### config.mk
export PLATFORM = sky130hd
export DESIGN_NAME = pnpa_stack
export DESIGN_NICKNAME = d
export VERILOG_FILES = /design/src/hdl/port_number_pool_allocator_macros.svh /design/src/hdl/pnpa_pkg.sv /design/src/hdl/pnpa_stack.sv
export SDC_FILE = /design/constraint.sdc
export NUM_CORES = 2
export LEC_CHECK = 0
export ABC_AREA = 0
export BUFFER_PORTS_ARGS = -buffer_cell sky130_fd_sc_hd__buf_4
export CORE_MARGIN = 1.5
export CORE_UTILIZATION = 30
export CTS_CLUSTER_SIZE = 20
export DETAILED_ROUTE_END_ITERATION = 8
export RECOVER_POWER = 100
export SYNTH_ARGS = -nofsm -noshare
export SYNTH_HDL_FRONTEND = slang
export SYNTH_SLANG_ARGS = --single-unit
export TNS_END_PERCENT = 10
### constraint.sdc
create_clock -name i_clk -period 6.65 [get_ports i_clk]
set_input_delay 0.9975 -clock i_clk [delete_from_list [all_inputs] [get_ports i_clk]]
set_output_delay 0.9975 -clock i_clk [all_outputs]
set_load 0.02 [all_outputs]
### src/hdl/port_number_pool_allocator_macros.svh
// Assertion macros for the port number pool allocator.
// Included by the top level; the bodies are empty when SYNTHESIS is defined.
`ifndef PORT_NUMBER_POOL_ALLOCATOR_MACROS_SVH
`define PORT_NUMBER_POOL_ALLOCATOR_MACROS_SVH

`ifndef SYNTHESIS

// The condition holds at every clock edge outside reset.
`define PNPA_ASSERT_ALWAYS(lbl, clk, rst_n, cond) \
    lbl: assert property (@(posedge clk) disable iff (!rst_n) (cond)) \
        else $error("pnpa: invariant violated");

// When the antecedent holds, the consequent sequence follows from the next edge on.
`define PNPA_ASSERT_NEXT(lbl, clk, rst_n, ante, cons) \
    lbl: assert property (@(posedge clk) disable iff (!rst_n) (ante) |=> cons) \
        else $error("pnpa: sequence violated");

`else

`define PNPA_ASSERT_ALWAYS(lbl, clk, rst_n, cond)
`define PNPA_ASSERT_NEXT(lbl, clk, rst_n, ante, cons)

`endif

`endif

### src/hdl/pnpa_pkg.sv
// Shared constants, codes and control structs of the port number pool allocator.
// Has no dependencies; every module of the block imports it.
package pnpa_pkg;

    localparam int POOL_DEPTH = 256;
    localparam int IDX_W      = (POOL_DEPTH > 1) ? $clog2(POOL_DEPTH) : 1;
    localparam int CNT_W      = $clog2(POOL_DEPTH + 1);
    localparam int PORT_W     = 16;
    localparam int OUT_CNT_W  = 9;

    localparam logic [PORT_W-1:0] RANGE_START_RESET = 16'd10000;
    localparam logic [PORT_W-1:0] RANGE_END_RESET   = 16'd10255;

    localparam logic CFG_RANGE_START = 1'b0;
    localparam logic CFG_RANGE_END   = 1'b1;

    typedef enum logic [1:0] {
        MODE_ACQUIRE = 2'd0,
        MODE_RELEASE = 2'd1,
        MODE_REBUILD = 2'd2
    } t_mode;

    localparam logic [1:0] ST_DONE    = 2'd0;
    localparam logic [1:0] ST_EMPTY   = 2'd1;
    localparam logic [1:0] ST_IGNORED = 2'd2;

    typedef struct packed {
        logic              clear;
        logic              push;
        logic              pop;
        logic [PORT_W-1:0] data;
    } t_stack_op;

    typedef struct packed {
        logic             set;
        logic             clr;
        logic [IDX_W-1:0] idx;
    } t_map_op;

endpackage

### src/hdl/pnpa_stack.sv
// Released-port stack: entries live in a memory, the top two are cached in registers.
// Depends on pnpa_pkg.
module pnpa_stack (
    input  logic                      i_clk,
    input  logic                      i_rst_n,
    input  pnpa_pkg::t_stack_op       i_op,
    output logic [pnpa_pkg::PORT_W-1:0] o_top,
    output logic [pnpa_pkg::CNT_W-1:0]  o_count
);
    import pnpa_pkg::*;

    logic [PORT_W-1:0] mem [POOL_DEPTH];
    logic [CNT_W-1:0]  r_count, n_count;
    logic [PORT_W-1:0] r_top, n_top;
    logic [PORT_W-1:0] r_sec_hold, n_sec_hold;
    logic              r_sec_sel, n_sec_sel;
    logic [PORT_W-1:0] r_rd;
    logic [PORT_W-1:0] sec;
    logic [CNT_W-1:0]  rd_cnt;
    logic [IDX_W-1:0]  rd_addr;
    logic [IDX_W-1:0]  wr_addr;

    // The entry below the top is either held or comes straight from the memory read.
    assign sec     = r_sec_sel ? r_rd : r_sec_hold;
    // A pop needs the third entry from the current top to refill the second slot.
    assign rd_cnt  = r_count - CNT_W'(3);
    assign rd_addr = rd_cnt[IDX_W-1:0];
    assign wr_addr = r_count[IDX_W-1:0];

    always_ff @(posedge i_clk) begin
        if (i_op.push) begin
            mem[wr_addr] <= i_op.data;
        end
        r_rd <= mem[rd_addr];
    end

    always_comb begin
        n_count    = r_count;
        n_top      = r_top;
        n_sec_hold = sec;
        n_sec_sel  = 1'b0;
        priority if (i_op.clear) begin
            n_count = '0;
        end else if (i_op.push) begin
            n_count    = r_count + CNT_W'(1);
            n_top      = i_op.data;
            n_sec_hold = r_top;
        end else if (i_op.pop) begin
            n_count   = r_count - CNT_W'(1);
            n_top     = sec;
            n_sec_sel = 1'b1;
        end else begin
            n_count = r_count;
        end
    end

    always_ff @(posedge i_clk) begin
        if (!i_rst_n) begin
            r_count   <= '0;
            r_sec_sel <= 1'b0;
        end else begin
            r_count   <= n_count;
            r_sec_sel <= n_sec_sel;
        end
        r_top      <= n_top;
        r_sec_hold <= n_sec_hold;
    end

    assign o_top   = r_top;
    assign o_count = r_count;

endmodule

After elaboration in Yosys (flattened, before gate mapping)
Memory sizes are Yosys's and may differ from the RTL's. A register that Yosys moved wholly into a read port is not among the register bits.
Index checks and enable logic that the tools add are counted.

storage, ports and cells
  output and inout bits = 25
  memory bits (writable) = 4096
  bits of input ports = 21
  memories = 1
  logic and storage cells = 24
  register bits = 42

memories
  name  words  bits a word  read ports  clocked after Yosys merged registers in  wr ports  RTL line          text
  mem   256    16           1           1                                        1         pnpa_stack.sv:12  logic [PORT_W-1:0] mem [POOL_DEPTH];

cells by class
  mux-type cells = 10
  reductions and logical operators = 4
  bitwise logic cells = 2
  $add $sub $neg = 3

operators by type and width
  kind                 number
  $mux 16              5
  $mux 9               2
  $add 9x1->9 const B  1
  $sub 9x1->9 const B  1
  $sub 8x2->8 const B  1
  $mux 1               3
  $reduce_or 3->1      1
  $not 1->1            2
  $reduce_and 2->1     1
  $reduce_bool 2->1    1
  $reduce_or 2->1      1

Longest topological paths before layout
  depth after elaboration = 3
  mapped depth = 16

Least setup slack after synthesis
No wires, ideal clock.

  path type = register -> register
  from = reg r_count[0], in the netlist o_count[0]
  to = reg r_rd[14], read port of mem
  data required time = 6509 ps
  buffers on the path = 8
  arrival time = 4030 ps
  library setup time = 141 ps
  cell stages (with the launch flop) = 15
  path slack = 2478 ps
  period minus slack after synthesis = 4172 ps
  path through = dfxtp_1 -> buf_2 -> buf_6 -> buf_6 -> buf_2 -> inv_1 -> ha_1 -> clkbuf_1 -> clkbuf_1 -> clkbuf_1 -> clkbuf_1 -> mux4_2 -> mux4_2 -> a221oi_1 -> o221ai_1

between the ends
  cells in the longest elaborated chain, start to end = 1

RTL lines
  element                 RTL line          text
  from (decl)             pnpa_stack.sv:13  logic [CNT_W-1:0] r_count, n_count;
  from (signal assigned)  pnpa_stack.sv:62  r_count <= n_count;
  $sub 8x2->8             pnpa_stack.sv:26  assign rd_cnt = r_count - CNT_W'(3);
  net rd_cnt[0]           pnpa_stack.sv:19  logic [CNT_W-1:0] rd_cnt;
  to (decl)               pnpa_stack.sv:17  logic [PORT_W-1:0] r_rd;

The timed path passes the listed nets, and every way through them passes these cells.
A chain may end at the register's enable or synchronous reset.

Worst setup path after layout
  from = in i_op[17] (netlist name)
  to = mem mem[24][2] (enable)

between the ends
  cells in the longest elaborated chain, start to end = 2

RTL lines
  element                       RTL line          text
  from (decl)                   pnpa_stack.sv:6   input pnpa_pkg::t_stack_op i_op,
  $mux 1                        pnpa_stack.sv:31  if (i_op.push) begin
  $mux 1 (implied by the code)  pnpa_stack.sv:32  mem[wr_addr] <= i_op.data;
  to (decl)                     pnpa_stack.sv:12

No other way between the ends.

==> results.toml <==
[global_route]
grt_usage_pct = 14.6
overflow = 0
grt_pass1_wl_mm = 563
grt_start_max_net_pins = 190
grt_pass1_vias = 73388
antenna_found_initial = 38

[hold_path]
min-delay-start = "i_op[16]"
hp-class = "input port to flip-flop"
worstHoldEndpoint = "o_count[5]"
worstHoldPathCells = 3

[yosys]
synthDistinctLibCells = 37
synth.most_common_cell = "edfxtp_1"
ys_seq_area_share_pct = 78.5
ys_top_cells_by_area = "edfxtp_1, mux4_2, nor2_1"
async_flop_share_pct = 0
synth.largest_area_cell = "edfxtp_1"
ys_ff_latch = 4154
synth_edf_count = 4112
synth_nets = 6506
synthTopCellsByCount = "edfxtp_1, mux4_2, nor2_1, clkbuf_1, buf_2"
synth_top_area_share_pct = 77.9
synth_ff_type = "edfxtp_1"
synthCells = 6473
syn-cell-area_um2 = 158000
syn_avg_cell_area_um2 = 24.5
ys_warn_count = 0

[clocking]
cts_resized = 0
ctsHoldBuffers = 0
numCtsBuffers = 410
h-tree-depth = 5
cts_sinks = 4154
clk_path_buf_depth = 4
cts.clk_slew.worst_paths_ns = 0.07
tritoncts = "built"
cts_setup_buffers = 0
clock_latency_ns = 0.97
clockRootBuffer = "clkbuf_16"

[worst_setup_path]
cp_data_arrival_time_ns = 6.89
endpoint_kind = "flip-flop"
r2r_cells = 4
r2r_start = "o_count[3]"
crit_start = "i_op[17]"
crit_path_start_kind = "input port"
r2r_slack_ns = 0.60
critical_path_required_ns = 7.28
worst-path-max-fanout = 27
r2r-end = "mem[24][2]"
critical_path_class = "input port to flip-flop"

[drt]
viasPerCell = 5.09
vias = 72546
wl_mm = 399
drtIter0Drc = 8877
postRouteAntennaNets = 0
avgRoutedWirePerCell_um = 28.0
drc_errors = 0
drt_pass1_iterations = 7

[sta]
timing.final.crit_period_ns = 6.25
rsz0062_at_grt = "false"
drv_slew = 3707
finalSetupViolations = 0
tns_ns = 0
hold_viol_final = 0
finalCritPeriodShare_pct = 94.0
finClkSkew_ns = 0.0597
max_slew_margin_pct = -322
fmax_ghz = 0.160
tightest_slew_ns = 6.34

[power_and_ir_drop]
p_leak_nw = 53.3
p_seq_share_pct = 51.5
p_sw_mw = 12.8
switching_share_pct = 22.6
finalPower_mw = 56.4
clockPowerShare_pct = 40.4
p_per_area_nw_per_um2 = 311
irDropWorstVdd_v = 0.000219
combinationalPowerShare_pct = 8.1
internal-power_mw = 43.7

[run_status]
status = "finished, violations left"
violations = "max-capacitance violations, max-slew violations"

[place]
gp_congestion = 0.796
io_buffers = 45
hpwl_mm = 223

[floorplanning]
top_level_ports = 46
fp.dieW_um = 730
initial_core_util_pct = 30.2
num_rows = 266
core_um2 = 526000
die_h_um = 730
dieArea_um2 = 533000

[layout]
seq_area_um2 = 124000
nNetsFinal = 6956
drive_gt1_share_pct = 27.7
n_fill_cell = 47865
multi_input_area_um2 = 32600
syn2layout_area_growth_pct = 14.4

[run]
maxCapViolations = 88
[layer usage]
metal	vias to the layer above	global-route usage (%)	part of all wire, %
met1	39730	20.1	41
met5	-	0	0.010
met4	6	4.05	2.8
met3	532	2.91	8.5
met2	3262	23.7	48
li1	29016	-	-
[cell type report]
class,count,share of cell area (%)
Inverter,4,0.00828
Antenna cell,17,0.0235
Timing Repair Buffer,403,1.31
Tap cell,6968,4.81
Sequential cell,4154,68.6
Multi-Input combinational cell,1950,18.0
Clock inverter,247,1.33
Clock buffer,504,5.95
[critical path: stages]
cell      delay [ns]
clkbuf_1        1.05
nand3_1         2.51
nor2_1          1.93
buf_4           0.36
[state kept, by name, summed over array words and instances (netlist names)]
signal	cells
o_count	9
r_sec_hold	16
r_sec_sel	1
mem	4096
o_top	16
r_rd	16
[cells by family after synthesis]
| logic type | Yosys count | synth area share [%] |
|---|---|---|
| and+or+nand+nor | 413 | 1.04 |
| buffers and inverters | 369 | 1.02 |
| DFF | 4154 | 78.5 |
| adders and majority gates | 12 | 0.0995 |
| xor gates and xnor gates | 15 | 0.0829 |
| AOI/OAI and AO/OA | 211 | 0.991 |
| muxes | 1299 | 18.3 |
[stage by stage]
step / hold WS (ns) / setup slack, ns / cells / cell area (um2) / util (%)
finish: 0.448 / 0.397 / 14247 / 181000 / 34.5
global route: 0.422 / 0.410 / 14233 / 181000 / 34.5
CTS: 0.358 / 0.942 / 14230 / 183000 / 34.8
detailed placement: 0.544 / 0.928 / 13479 / 169000 / 32.2
global placement: 0.540 / 0.951 / 13477 / 169000 / 32.2
floorplan: 0.510 / 2.48 / 6473 / 158000 / -
[power groups by stage]
stage / logic (mW) / registers (mW) / clock network (mW)
finish: 4.58 / 29.1 / 22.8
global route: 4.75 / 29.1 / 24.1
CTS: 4.64 / 29.0 / 23.2
detailed placement: 4.63 / 29.6 / 0
global placement: 4.57 / 29.6 / 0
floorplan: 2.53 / 29.5 / 0
[worst max-delay path by stage]
stage | endpoint | cells after the start
6_report | mem[24][2] | 4
5_1_grt | o_top[3] | 4
4_1_cts | r_rd[5] | 10
3_5_place_dp | r_rd[5] | 10
3_3_place_gp | r_rd[5] | 10
2_1_floorplan | r_rd[14] | 14
[cell usage in the layout (no fill, tap or decap), drive strengths merged, types with 2 or more instances in the layout]
cell type,instances
xor2,5
clkinv,186
o21ai,5
a21boi,2
a221oi,32
xnor2,10
nand3,19
mux4,1280
ha,11
and3,2
nor3,2
nor2b,11
a22o,32
o221ai,16
nand2,55
clkbuf,805
nand4,5
or3,2
buf,99
diode,17
dlymetal6s4s,2
or2,2
dfxtp,42
a21oi,41
mux2i,16
edfxtp,4112
mux2,3
inv,15
nor2,308
a22oi,80
nand2b,5
bufinv,38
clkinvlp,12
Note: power is estimated with default switching activity, not from simulation.
