File: config.mk
export PLATFORM = sky130hd
export DESIGN_NAME = pnpa_map
export DESIGN_NICKNAME = d
export VERILOG_FILES = /design/src/hdl/port_number_pool_allocator_macros.svh /design/src/hdl/pnpa_pkg.sv /design/src/hdl/pnpa_map.sv
export SDC_FILE = /design/constraint.sdc
export NUM_CORES = 1
export LEC_CHECK = 0
export ABC_CLOCK_PERIOD_IN_PS = 4350
export BUFFER_PORTS_ARGS = -buffer_cell sky130_fd_sc_hd__buf_2
export CORE_ASPECT_RATIO = 2
export CORE_MARGIN = 2
export CORE_UTILIZATION = 50
export CTS_BUF_LIST = sky130_fd_sc_hd__clkbuf_2
export DETAILED_ROUTE_END_ITERATION = 10
export GPL_ROUTABILITY_DRIVEN = 0
export PLACE_DENSITY = 0.72
export SETUP_SLACK_MARGIN = 0.1
export SKIP_LAST_GASP = 1
export SLEW_MARGIN = 30
export SYNTH_ARGS = -nofsm -noshare
export SYNTH_HDL_FRONTEND = slang
export SYNTH_SLANG_ARGS = --single-unit
export TNS_END_PERCENT = 30
File: constraint.sdc
create_clock -name i_clk -period 4.35 [get_ports i_clk]
set_input_delay 0.87 -clock i_clk [delete_from_list [all_inputs] [get_ports i_clk]]
set_output_delay 0.87 -clock i_clk [all_outputs]
set_load 0.005 [all_outputs]
File: src/hdl/port_number_pool_allocator_macros.svh
// Assertion macros for the port number pool allocator.
// Included by the top level; the bodies are empty when SYNTHESIS is defined.
`ifndef PORT_NUMBER_POOL_ALLOCATOR_MACROS_SVH
`define PORT_NUMBER_POOL_ALLOCATOR_MACROS_SVH

`ifndef SYNTHESIS

// The condition holds at every clock edge outside reset.
`define PNPA_ASSERT_ALWAYS(lbl, clk, rst_n, cond) \
    lbl: assert property (@(posedge clk) disable iff (!rst_n) (cond)) \
        else $error("pnpa: invariant violated");

// When the antecedent holds, the consequent sequence follows from the next edge on.
`define PNPA_ASSERT_NEXT(lbl, clk, rst_n, ante, cons) \
    lbl: assert property (@(posedge clk) disable iff (!rst_n) (ante) |=> cons) \
        else $error("pnpa: sequence violated");

`else

`define PNPA_ASSERT_ALWAYS(lbl, clk, rst_n, cond)
`define PNPA_ASSERT_NEXT(lbl, clk, rst_n, ante, cons)

`endif

`endif

File: src/hdl/pnpa_pkg.sv
// Shared constants, codes and control structs of the port number pool allocator.
// Has no dependencies; every module of the block imports it.
package pnpa_pkg;

    localparam int POOL_DEPTH = 256;
    localparam int IDX_W      = (POOL_DEPTH > 1) ? $clog2(POOL_DEPTH) : 1;
    localparam int CNT_W      = $clog2(POOL_DEPTH + 1);
    localparam int PORT_W     = 16;
    localparam int OUT_CNT_W  = 9;

    localparam logic [PORT_W-1:0] RANGE_START_RESET = 16'd10000;
    localparam logic [PORT_W-1:0] RANGE_END_RESET   = 16'd10255;

    localparam logic CFG_RANGE_START = 1'b0;
    localparam logic CFG_RANGE_END   = 1'b1;

    typedef enum logic [1:0] {
        MODE_ACQUIRE = 2'd0,
        MODE_RELEASE = 2'd1,
        MODE_REBUILD = 2'd2
    } t_mode;

    localparam logic [1:0] ST_DONE    = 2'd0;
    localparam logic [1:0] ST_EMPTY   = 2'd1;
    localparam logic [1:0] ST_IGNORED = 2'd2;

    typedef struct packed {
        logic              clear;
        logic              push;
        logic              pop;
        logic [PORT_W-1:0] data;
    } t_stack_op;

    typedef struct packed {
        logic             set;
        logic             clr;
        logic [IDX_W-1:0] idx;
    } t_map_op;

endpackage

File: src/hdl/pnpa_map.sv
// In-use flags over the pool, one per port offset, kept in a memory with a registered read.
// Depends on pnpa_pkg.
module pnpa_map (
    input  logic                       i_clk,
    input  logic                       i_rst_n,
    input  pnpa_pkg::t_map_op          i_op,
    input  logic [pnpa_pkg::IDX_W-1:0] i_rd_idx,
    output logic                       o_hit
);
    import pnpa_pkg::*;

    logic mem [POOL_DEPTH];
    logic r_rd;
    logic r_fwd_hit;
    logic r_fwd_val;
    logic wr_en;

    // Flags are never cleared in bulk: only offsets issued since the last rebuild are
    // looked up, and each of them was written when it was issued.
    assign wr_en = i_op.set || i_op.clr;

    always_ff @(posedge i_clk) begin
        if (wr_en) begin
            mem[i_op.idx] <= i_op.set;
        end
        r_rd <= mem[i_rd_idx];
    end

    // A flag written in the same cycle as it is read is taken from the write side.
    always_ff @(posedge i_clk) begin
        if (!i_rst_n) begin
            r_fwd_hit <= 1'b0;
        end else begin
            r_fwd_hit <= wr_en && (i_op.idx == i_rd_idx);
        end
        r_fwd_val <= i_op.set;
    end

    assign o_hit = r_fwd_hit ? r_fwd_val : r_rd;

endmodule
# ---- Word-level counts from Yosys, hierarchy flattened
# Memories as Yosys holds them, arrays and structs flattened. A register that Yosys moved wholly into a read port is not among the register bits.
# Index checks and enable logic that the tools add are counted.
dict set report word_totals {
  out_inout_bits 1
  inputBits 20
  elab_cells 9
  ramBits 256
  reg_bits 2
  memories 1
}
dict set report op_classes {
  reduce_logical 2
  n_eq_ne 1
  muxes 3
}
# name depth word_bits read_ports rd_clocked_by_memory_dff write_ports line_no
set mem_list {}
lappend mem_list {mem 256 1 1 1 1 pnpa_map.sv:12} ;# logic mem [POOL_DEPTH];
# op count
set ops {}
lappend ops {{$eq 8x8->1} 1}
lappend ops {{$mux 1} 3}
lappend ops {{$logic_and 1x1->1} 1}
lappend ops {{$logic_or 1x1->1} 1}

# ---- Logic depth before layout (Yosys ltp)
# Gate-level depths: netlist of the first run.
dict set report logic_depth {
  depth_word 3
  ltp_mapped 10
  mapped_depth_nobuf 6
}

# ---- Least setup slack after synthesis of the first run
# No wires, ideal clock.
dict set report synth_path {
  path_type {input-to-reg}
  start {in i_rd_idx[1] (netlist name)}
  end {reg r_rd (read register of mem)}
  stages 8
  n_path_buf 2
  slack_ns 1.749
  arrival_ns 2.472
  required_time_ns 4.221
  setup_ns 0.129
  path_cell_list {buf_2 -> buf_6 -> mux4_2 -> a22o_1 -> nor4_1 -> a31oi_1 -> a311oi_1 -> a22oi_1}
}
# item line_no
set synth_lines {}
lappend synth_lines {{start: declaration} pnpa_map.sv:7} ;# input logic [pnpa_pkg::IDX_W-1:0] i_rd_idx,
lappend synth_lines {{end: declaration} pnpa_map.sv:13} ;# logic r_rd;

# ---- Final worst setup path of the first run
dict set report layout_path {
  start {reg r_fwd_hit}
  end {out o_hit}
}
dict set report layout_between {
  elab_chain_cells 1
}
# item line_no
set layout_lines {}
lappend layout_lines {{start: declaration} pnpa_map.sv:14} ;# logic r_fwd_hit;
lappend layout_lines {{start signal: assignment} pnpa_map.sv:34} ;# r_fwd_hit <= wr_en && (i_op.idx == i_rd_idx);
lappend layout_lines {{$mux 1} pnpa_map.sv:39} ;# assign o_hit = r_fwd_hit ? r_fwd_val : r_rd;
lappend layout_lines {{end: declaration} pnpa_map.sv:8} ;# output logic o_hit
# No other way between the ends.

==> results of run 1 <==
==> stage by stage <==
step	power (mW)	util (%)	setup slack (ns)	hold slack [ns]
detailed placement	3.11	51.6	0.995	0.962
global route	4.76	54.0	1.66	0.281
finish	4.61	54.0	1.81	0.303
CTS	4.63	54.0	1.75	0.251
global placement	3.10	51.6	0.992	0.971
floorplan	3.00	-	1.75	0.804
==> power by group through the flow <==
stage,combinational [mW],clock [mW],sequential [mW]
6_report,0.300,1.56,2.75
5_1_grt,0.318,1.69,2.75
4_1_cts,0.299,1.58,2.75
3_5_place_dp,0.299,0,2.81
3_3_place_gp,0.294,0,2.81
2_1_floorplan,0.192,0,2.81
==> placed cells by master (no fill, tap or decap), types with 7 or more instances in the layout <==
cell type	synthesis	routed
a22oi_1	8	8
buf_2	6	18
buf_4	6	10
clkbuf_2	0	76
clkinv_1	0	12
edfxtp_1	256	256
mux2i_1	51	51
mux4_1	10	10
mux4_2	32	32
nand2_1	19	19
nand3_1	22	22
nand4_1	10	10
nor2_1	268	268
nor2b_1	11	11
nor4_1	7	7
o22ai_1	23	23
xor2_1	7	7
==> flip-flops by register name, summed over array words and instances, names as in the netlist <==
signal     count
mem          256
r_rd           1
r_fwd_val      1
r_fwd_hit      1
==> per-layer routing <==
layer / GRT usage [%] / vias up / share of wire [%]
li1: - / 3145 / -
met1: 21.4 / 3435 / 32
met2: 42.2 / 319 / 55
met3: 4.69 / 108 / 6.0
met4: 15.0 / 2 / 6.7
met5: 0 / - / 0.055
==> tightest hold or removal path, delay by kind of cell <==
kind / cells / cell delay, ns
and+or+nand+nor: 2 / 0.13
buffers and inverters: 1 / 0.10
==> Yosys cell counts, types with 8 or more instances <==
cell	count	area share [%]
mux4_1	10	2.3
o22ai_1	23	1.3
clkbuf_1	49	1.6
nor2b_1	11	0.60
nand3_1	22	0.96
a22oi_1	8	0.52
nand2_1	19	0.62
mux4_2	32	6.3
nand4_1	10	0.54
nor2_1	268	8.8
edfxtp_1	256	67
mux2i_1	51	4.4
==> final timing paths <==
check / startpoint / to / slack [ns]
setup reg to reg: mem[205] / r_rd / 2.18
setup / recovery: r_fwd_hit / o_hit / 1.81
hold / removal: i_rst_n / r_fwd_hit / 0.30
hold reg to reg: mem[179] / r_rd / 0.96
==> cells by family after synthesis <==
kind of cell / count (synthesis) / synth area share, %
buffers and inverters: 72 / 3.17
muxes: 95 / 13.2
and+or+nand+nor: 349 / 12.6
DFF: 259 / 67.4
xor gates and xnor gates: 8 / 0.610
AOI/OAI and AO/OA: 50 / 3.02
==> area by class of cell <==
type / instances / area (um2) / share of cell area, %
timing repair buffer: 31 / 208 / 1.70
clock inverter: 19 / 154 / 1.26
tap: 280 / 350 / 2.87
sequential: 259 / 7750 / 63.4
clock buffer: 76 / 380 / 3.11
inverter: 1 / 3.75 / 0.0307
antenna: 1 / 2.50 / 0.0205
multi-input combinational: 502 / 3380 / 27.6
==> reports/metrics.csv, run 1 <==
metric;value;unit
status;complete, no violations;
syn-cell-area;0.0115;mm2
path_cells;mux2_2 > buf_2;
post-cts-setup-buffers;0;
final_cell_area;0.0122;mm2
cts_resized;0;
arrival;1.67;ns
critPathTopFamily;multiplexers;
irDropWorstVdd;0.183;mV
seqPwrFrac;59.7;%
drv_cap;0;
drt-total-wl;27300;um
fp.coreArea;0.0226;mm2
grt_setup_unrepaired;no;
clk-insertion-delay-late;0.84;ns
required;3.48;ns
cts.reportedPaths.clkPinSlew;0.10;ns
startpoint_type;register;
period_needed;2.54;ns
crit_type;reg -> out;
power.switching;1.11;mW
viasPerCell;6.00;
power_density;377;mW/mm2
p_comb_share;6.5;%
die_x;111;um
ant_nets;0;
dieArea;0.0243;mm2
ios;21;
cts_tree;yes;
drc_errors;0;
max_freq;393;MHz
timing.final.crit_share;58.4;%
maxSlewViolCount;0;
fillCellCount;1840;
ys_ff_latch;259;
cts_made_buffers;53;
p_leak;3.86;nW
max_slew_margin;32.2;%
setup_tns;0;ns
firstDrtPassIters;8;
io_buffer_count;20;
grt_max_degree;115;
synth_edf_count;256;
grt_remaining_overflow;0;
hold_class;in -> reg;
placed_cell_area;0.0117;mm2
synthArstFlopShare;0;%
htree_num_levels;2;
power_frac_clock;33.8;%
cpMaxStageDelayCell;mux2_2;
synth_nets;853;
min_path_cells;3;
sw_frac_of_total;24.2;%
drt_iter0_drc;828;
clkSinkCount;259;
crit_fanout;1;
grt.total_usage;22.4;%
setup_viol;0;
placedCellCount;1073;
finClkSkew;0.0705;ns
grt_pass1_vias;7202;
ys_warn_count;0;
internal_power;3.49;mW
max_stage_delay;0.37;ns
holdBufCountCts;0;
synthDistinctLibCells;38;
worstMarginPinSlew;1.01;ns
yosysSeqAreaShare;67.4;%
antenna_found_initial;2;
synth_ff_type;edfxtp_1;
num_rows;78;
finalNetCount;868;
cts_buffer_depth;3;
grt_pass1_wl;40200;um
vias;7009;
start_util;50.7;%
cp_num_buf_inv;1;
critPathCaptureType;primary output;
drive_gt1_share;16.9;%
dieHeight;218;um
cts-root-buf;clkbuf_2;
instances_no_fill;1169;
area_growth;6.39;%
wire_per_inst;23.4;um
path_depth;2;
netlist_instances;833;
finalHoldViolCount;0;
hpwl;17600;um
r2r_cells;6;
avgSynthCellArea;13.8;um2
Note: power is estimated with default switching activity, not from simulation.
==> run 2: changes to the inputs <==
Settings changed: ABC_CLOCK_PERIOD_IN_PS 4350 to 2500.
Clock period 4.35 ns to 2.5 ns, I/O delays scaled along.
==> run 2 against run 1 <==
Net effect: hold slack lost 0.20 ns; sequential share of layout area fell by 1.9 points; via count up 3.5%; combinational power is 93% higher; die area unchanged; clock power up 50%.
==> reports/metrics.csv, run 2 (same netlist as run 1, synthesis figures left out) <==
metric;value;unit;change
worstMarginPinSlew;0.725;ns;-0.290 ns
grt_max_degree;174;;+51%
irDropWorstVdd;0.323;mV;+77%
max_freq;468;MHz;
arrival;1.64;ns;-0.03 ns
hpwl;18300;um;+4.5%
crit_fanout;1;;unchanged
cts-root-buf;clkbuf_2;;
num_rows;78;;unchanged
largest_register_ffs;256;;unchanged
cts.reportedPaths.clkPinSlew;0.14;ns;+0.04 ns
timing.final.crit_share;85.5;%;
final_cell_mix;nor2_1 (268), edfxtp_1 (256), clkbuf_2 (78);;
status;complete, no violations;;
reg2reg_slack;0.38;ns;-1.80 ns
final_cell_area;0.0126;mm2;+3.0%
grt_pass1_wl;41200;um;+2.5%
p_leak;4.09;nW;+5.8%
finClkSkew;0.0406;ns;-0.0298 ns
dieArea;0.0243;mm2;unchanged
hold_class;in -> reg;;
placed_cell_area;0.0121;mm2;+3.8%
use_met3;3.66;%;-1.0 points
antenna_found_initial;2;;unchanged
viasPerCell;5.94;;-0.95%
fin_util;55.6;%;+1.6 points
htree_num_levels;2;;unchanged
finalNetCount;922;;+6.2%
area_growth;9.61;%;
hold_ws;0.102;ns;-0.201 ns
cts_tree;yes;;
top_usage_layer;met2;;
dieHeight;218;um;unchanged
final_common_cell;nor2_1;;
vias;7257;;+3.5%
maxSlewViolCount;0;;unchanged
cts_made_buffers;51;;-3.8%
top_register;mem;;
ant_nets;0;;unchanged
start_util;50.7;%;unchanged
r2r-end;r_rd;;
period_needed;2.14;ns;
instances_no_fill;1222;;+4.5%
wire_per_inst;22.2;um;-5.0%
grt_use_met2;41.3;%;-0.81 points
setup_viol;0;;unchanged
clk-insertion-delay-late;0.82;ns;-0.02 ns
required;2.00;ns;-1.48 ns
die_x;111;um;unchanged
drt-total-wl;27100;um;-0.65%
r2r_cells;6;;unchanged
startpoint_type;register;;
holdPathEnd;r_rd;;
grt_pass1_vias;7410;;+2.9%
firstDrtPassIters;7;;-1
clkSinkCount;259;;unchanged
finalHoldViolCount;0;;unchanged
grt_use_met1;23.4;%;+2.0 points
max_slew_margin;51.7;%;+20 points
crit_type;reg -> out;;
fp.coreArea;0.0226;mm2;unchanged
grt.total_usage;22.6;%;+0.21 points
io_buffer_count;20;;unchanged
cts_buffer_depth;3;;unchanged
hold_start;i_rd_idx[7];;
ios;21;;unchanged
min_path_cells;3;;unchanged
worstReg2RegStart;mem[196];;
drive_gt1_share;21.3;%;+4.4 points
drv_cap;0;;unchanged
critPathCaptureType;primary output;;
drc_errors;0;;unchanged
placedCellCount;1127;;+5.0%
drt_iter0_drc;814;;-1.7%
grt_remaining_overflow;0;;unchanged
grt_setup_unrepaired;no;;
power_density;612;mW/mm2;+62%
run 2: worst max-delay path, cell delays in order (launching register included):
cell	delay [ns]
dfxtp_1	0.35
mux2_2	0.32
buf_2	0.12
run 2: worst max-delay path by stage:
stage                startpoint  depth (start not counted)    end  slack (ns)
finish                r_fwd_hit                          2  o_hit        0.36
global route           mem[208]                          6   r_rd        0.30
CTS                   r_fwd_hit                          2  o_hit        0.32
detailed placement  i_rd_idx[0]                          8   r_rd       -0.09
global placement    i_rd_idx[0]                          8   r_rd       -0.09
floorplan           i_rd_idx[1]                          8   r_rd        0.27
run 2: what timing repair did:
| action | CTS | global route |
|---|---|---|
| hold buffers | 2 | 0 |
| endpoints found under the hold margin | 1 | 0 |
| resized for setup | 0 | 0 |
| buffers inserted | 0 | 0 |
run 2: routing by layer:
layer | share of wire, % | wire length [um]
met5 | 0.048 | 13
met2 | 53 | 14500
met1 | 33 | 9030
met4 | 7.2 | 1950
met3 | 6.2 | 1680
run 2: where the power goes:
part,switching (mW),internal [mW]
Sequential,0.00496,4.78
Clock,1.52,0.821
Combinational,0.362,0.216
run 2: stage by stage:
step                      total power, mW  setup TNS [ns]  worst slack (ns)
after floorplan                      5.22               0             0.269
after global routing                 7.96               0             0.301
after detailed placement             5.45         -0.0925           -0.0925
final                                7.70               0             0.362
after CTS                            7.74               0             0.321
after global placement               5.45         -0.0946           -0.0946
run 2: layout make-up:
cell class	instances	area [um2]
sequential	259	7750
tap	280	350
fill	1820	10000
multi-input combinational	502	3380
clock buffer	78	390
antenna	1	2.50
timing repair buffer	87	667
clock inverter	14	53.8
inverter	1	3.75
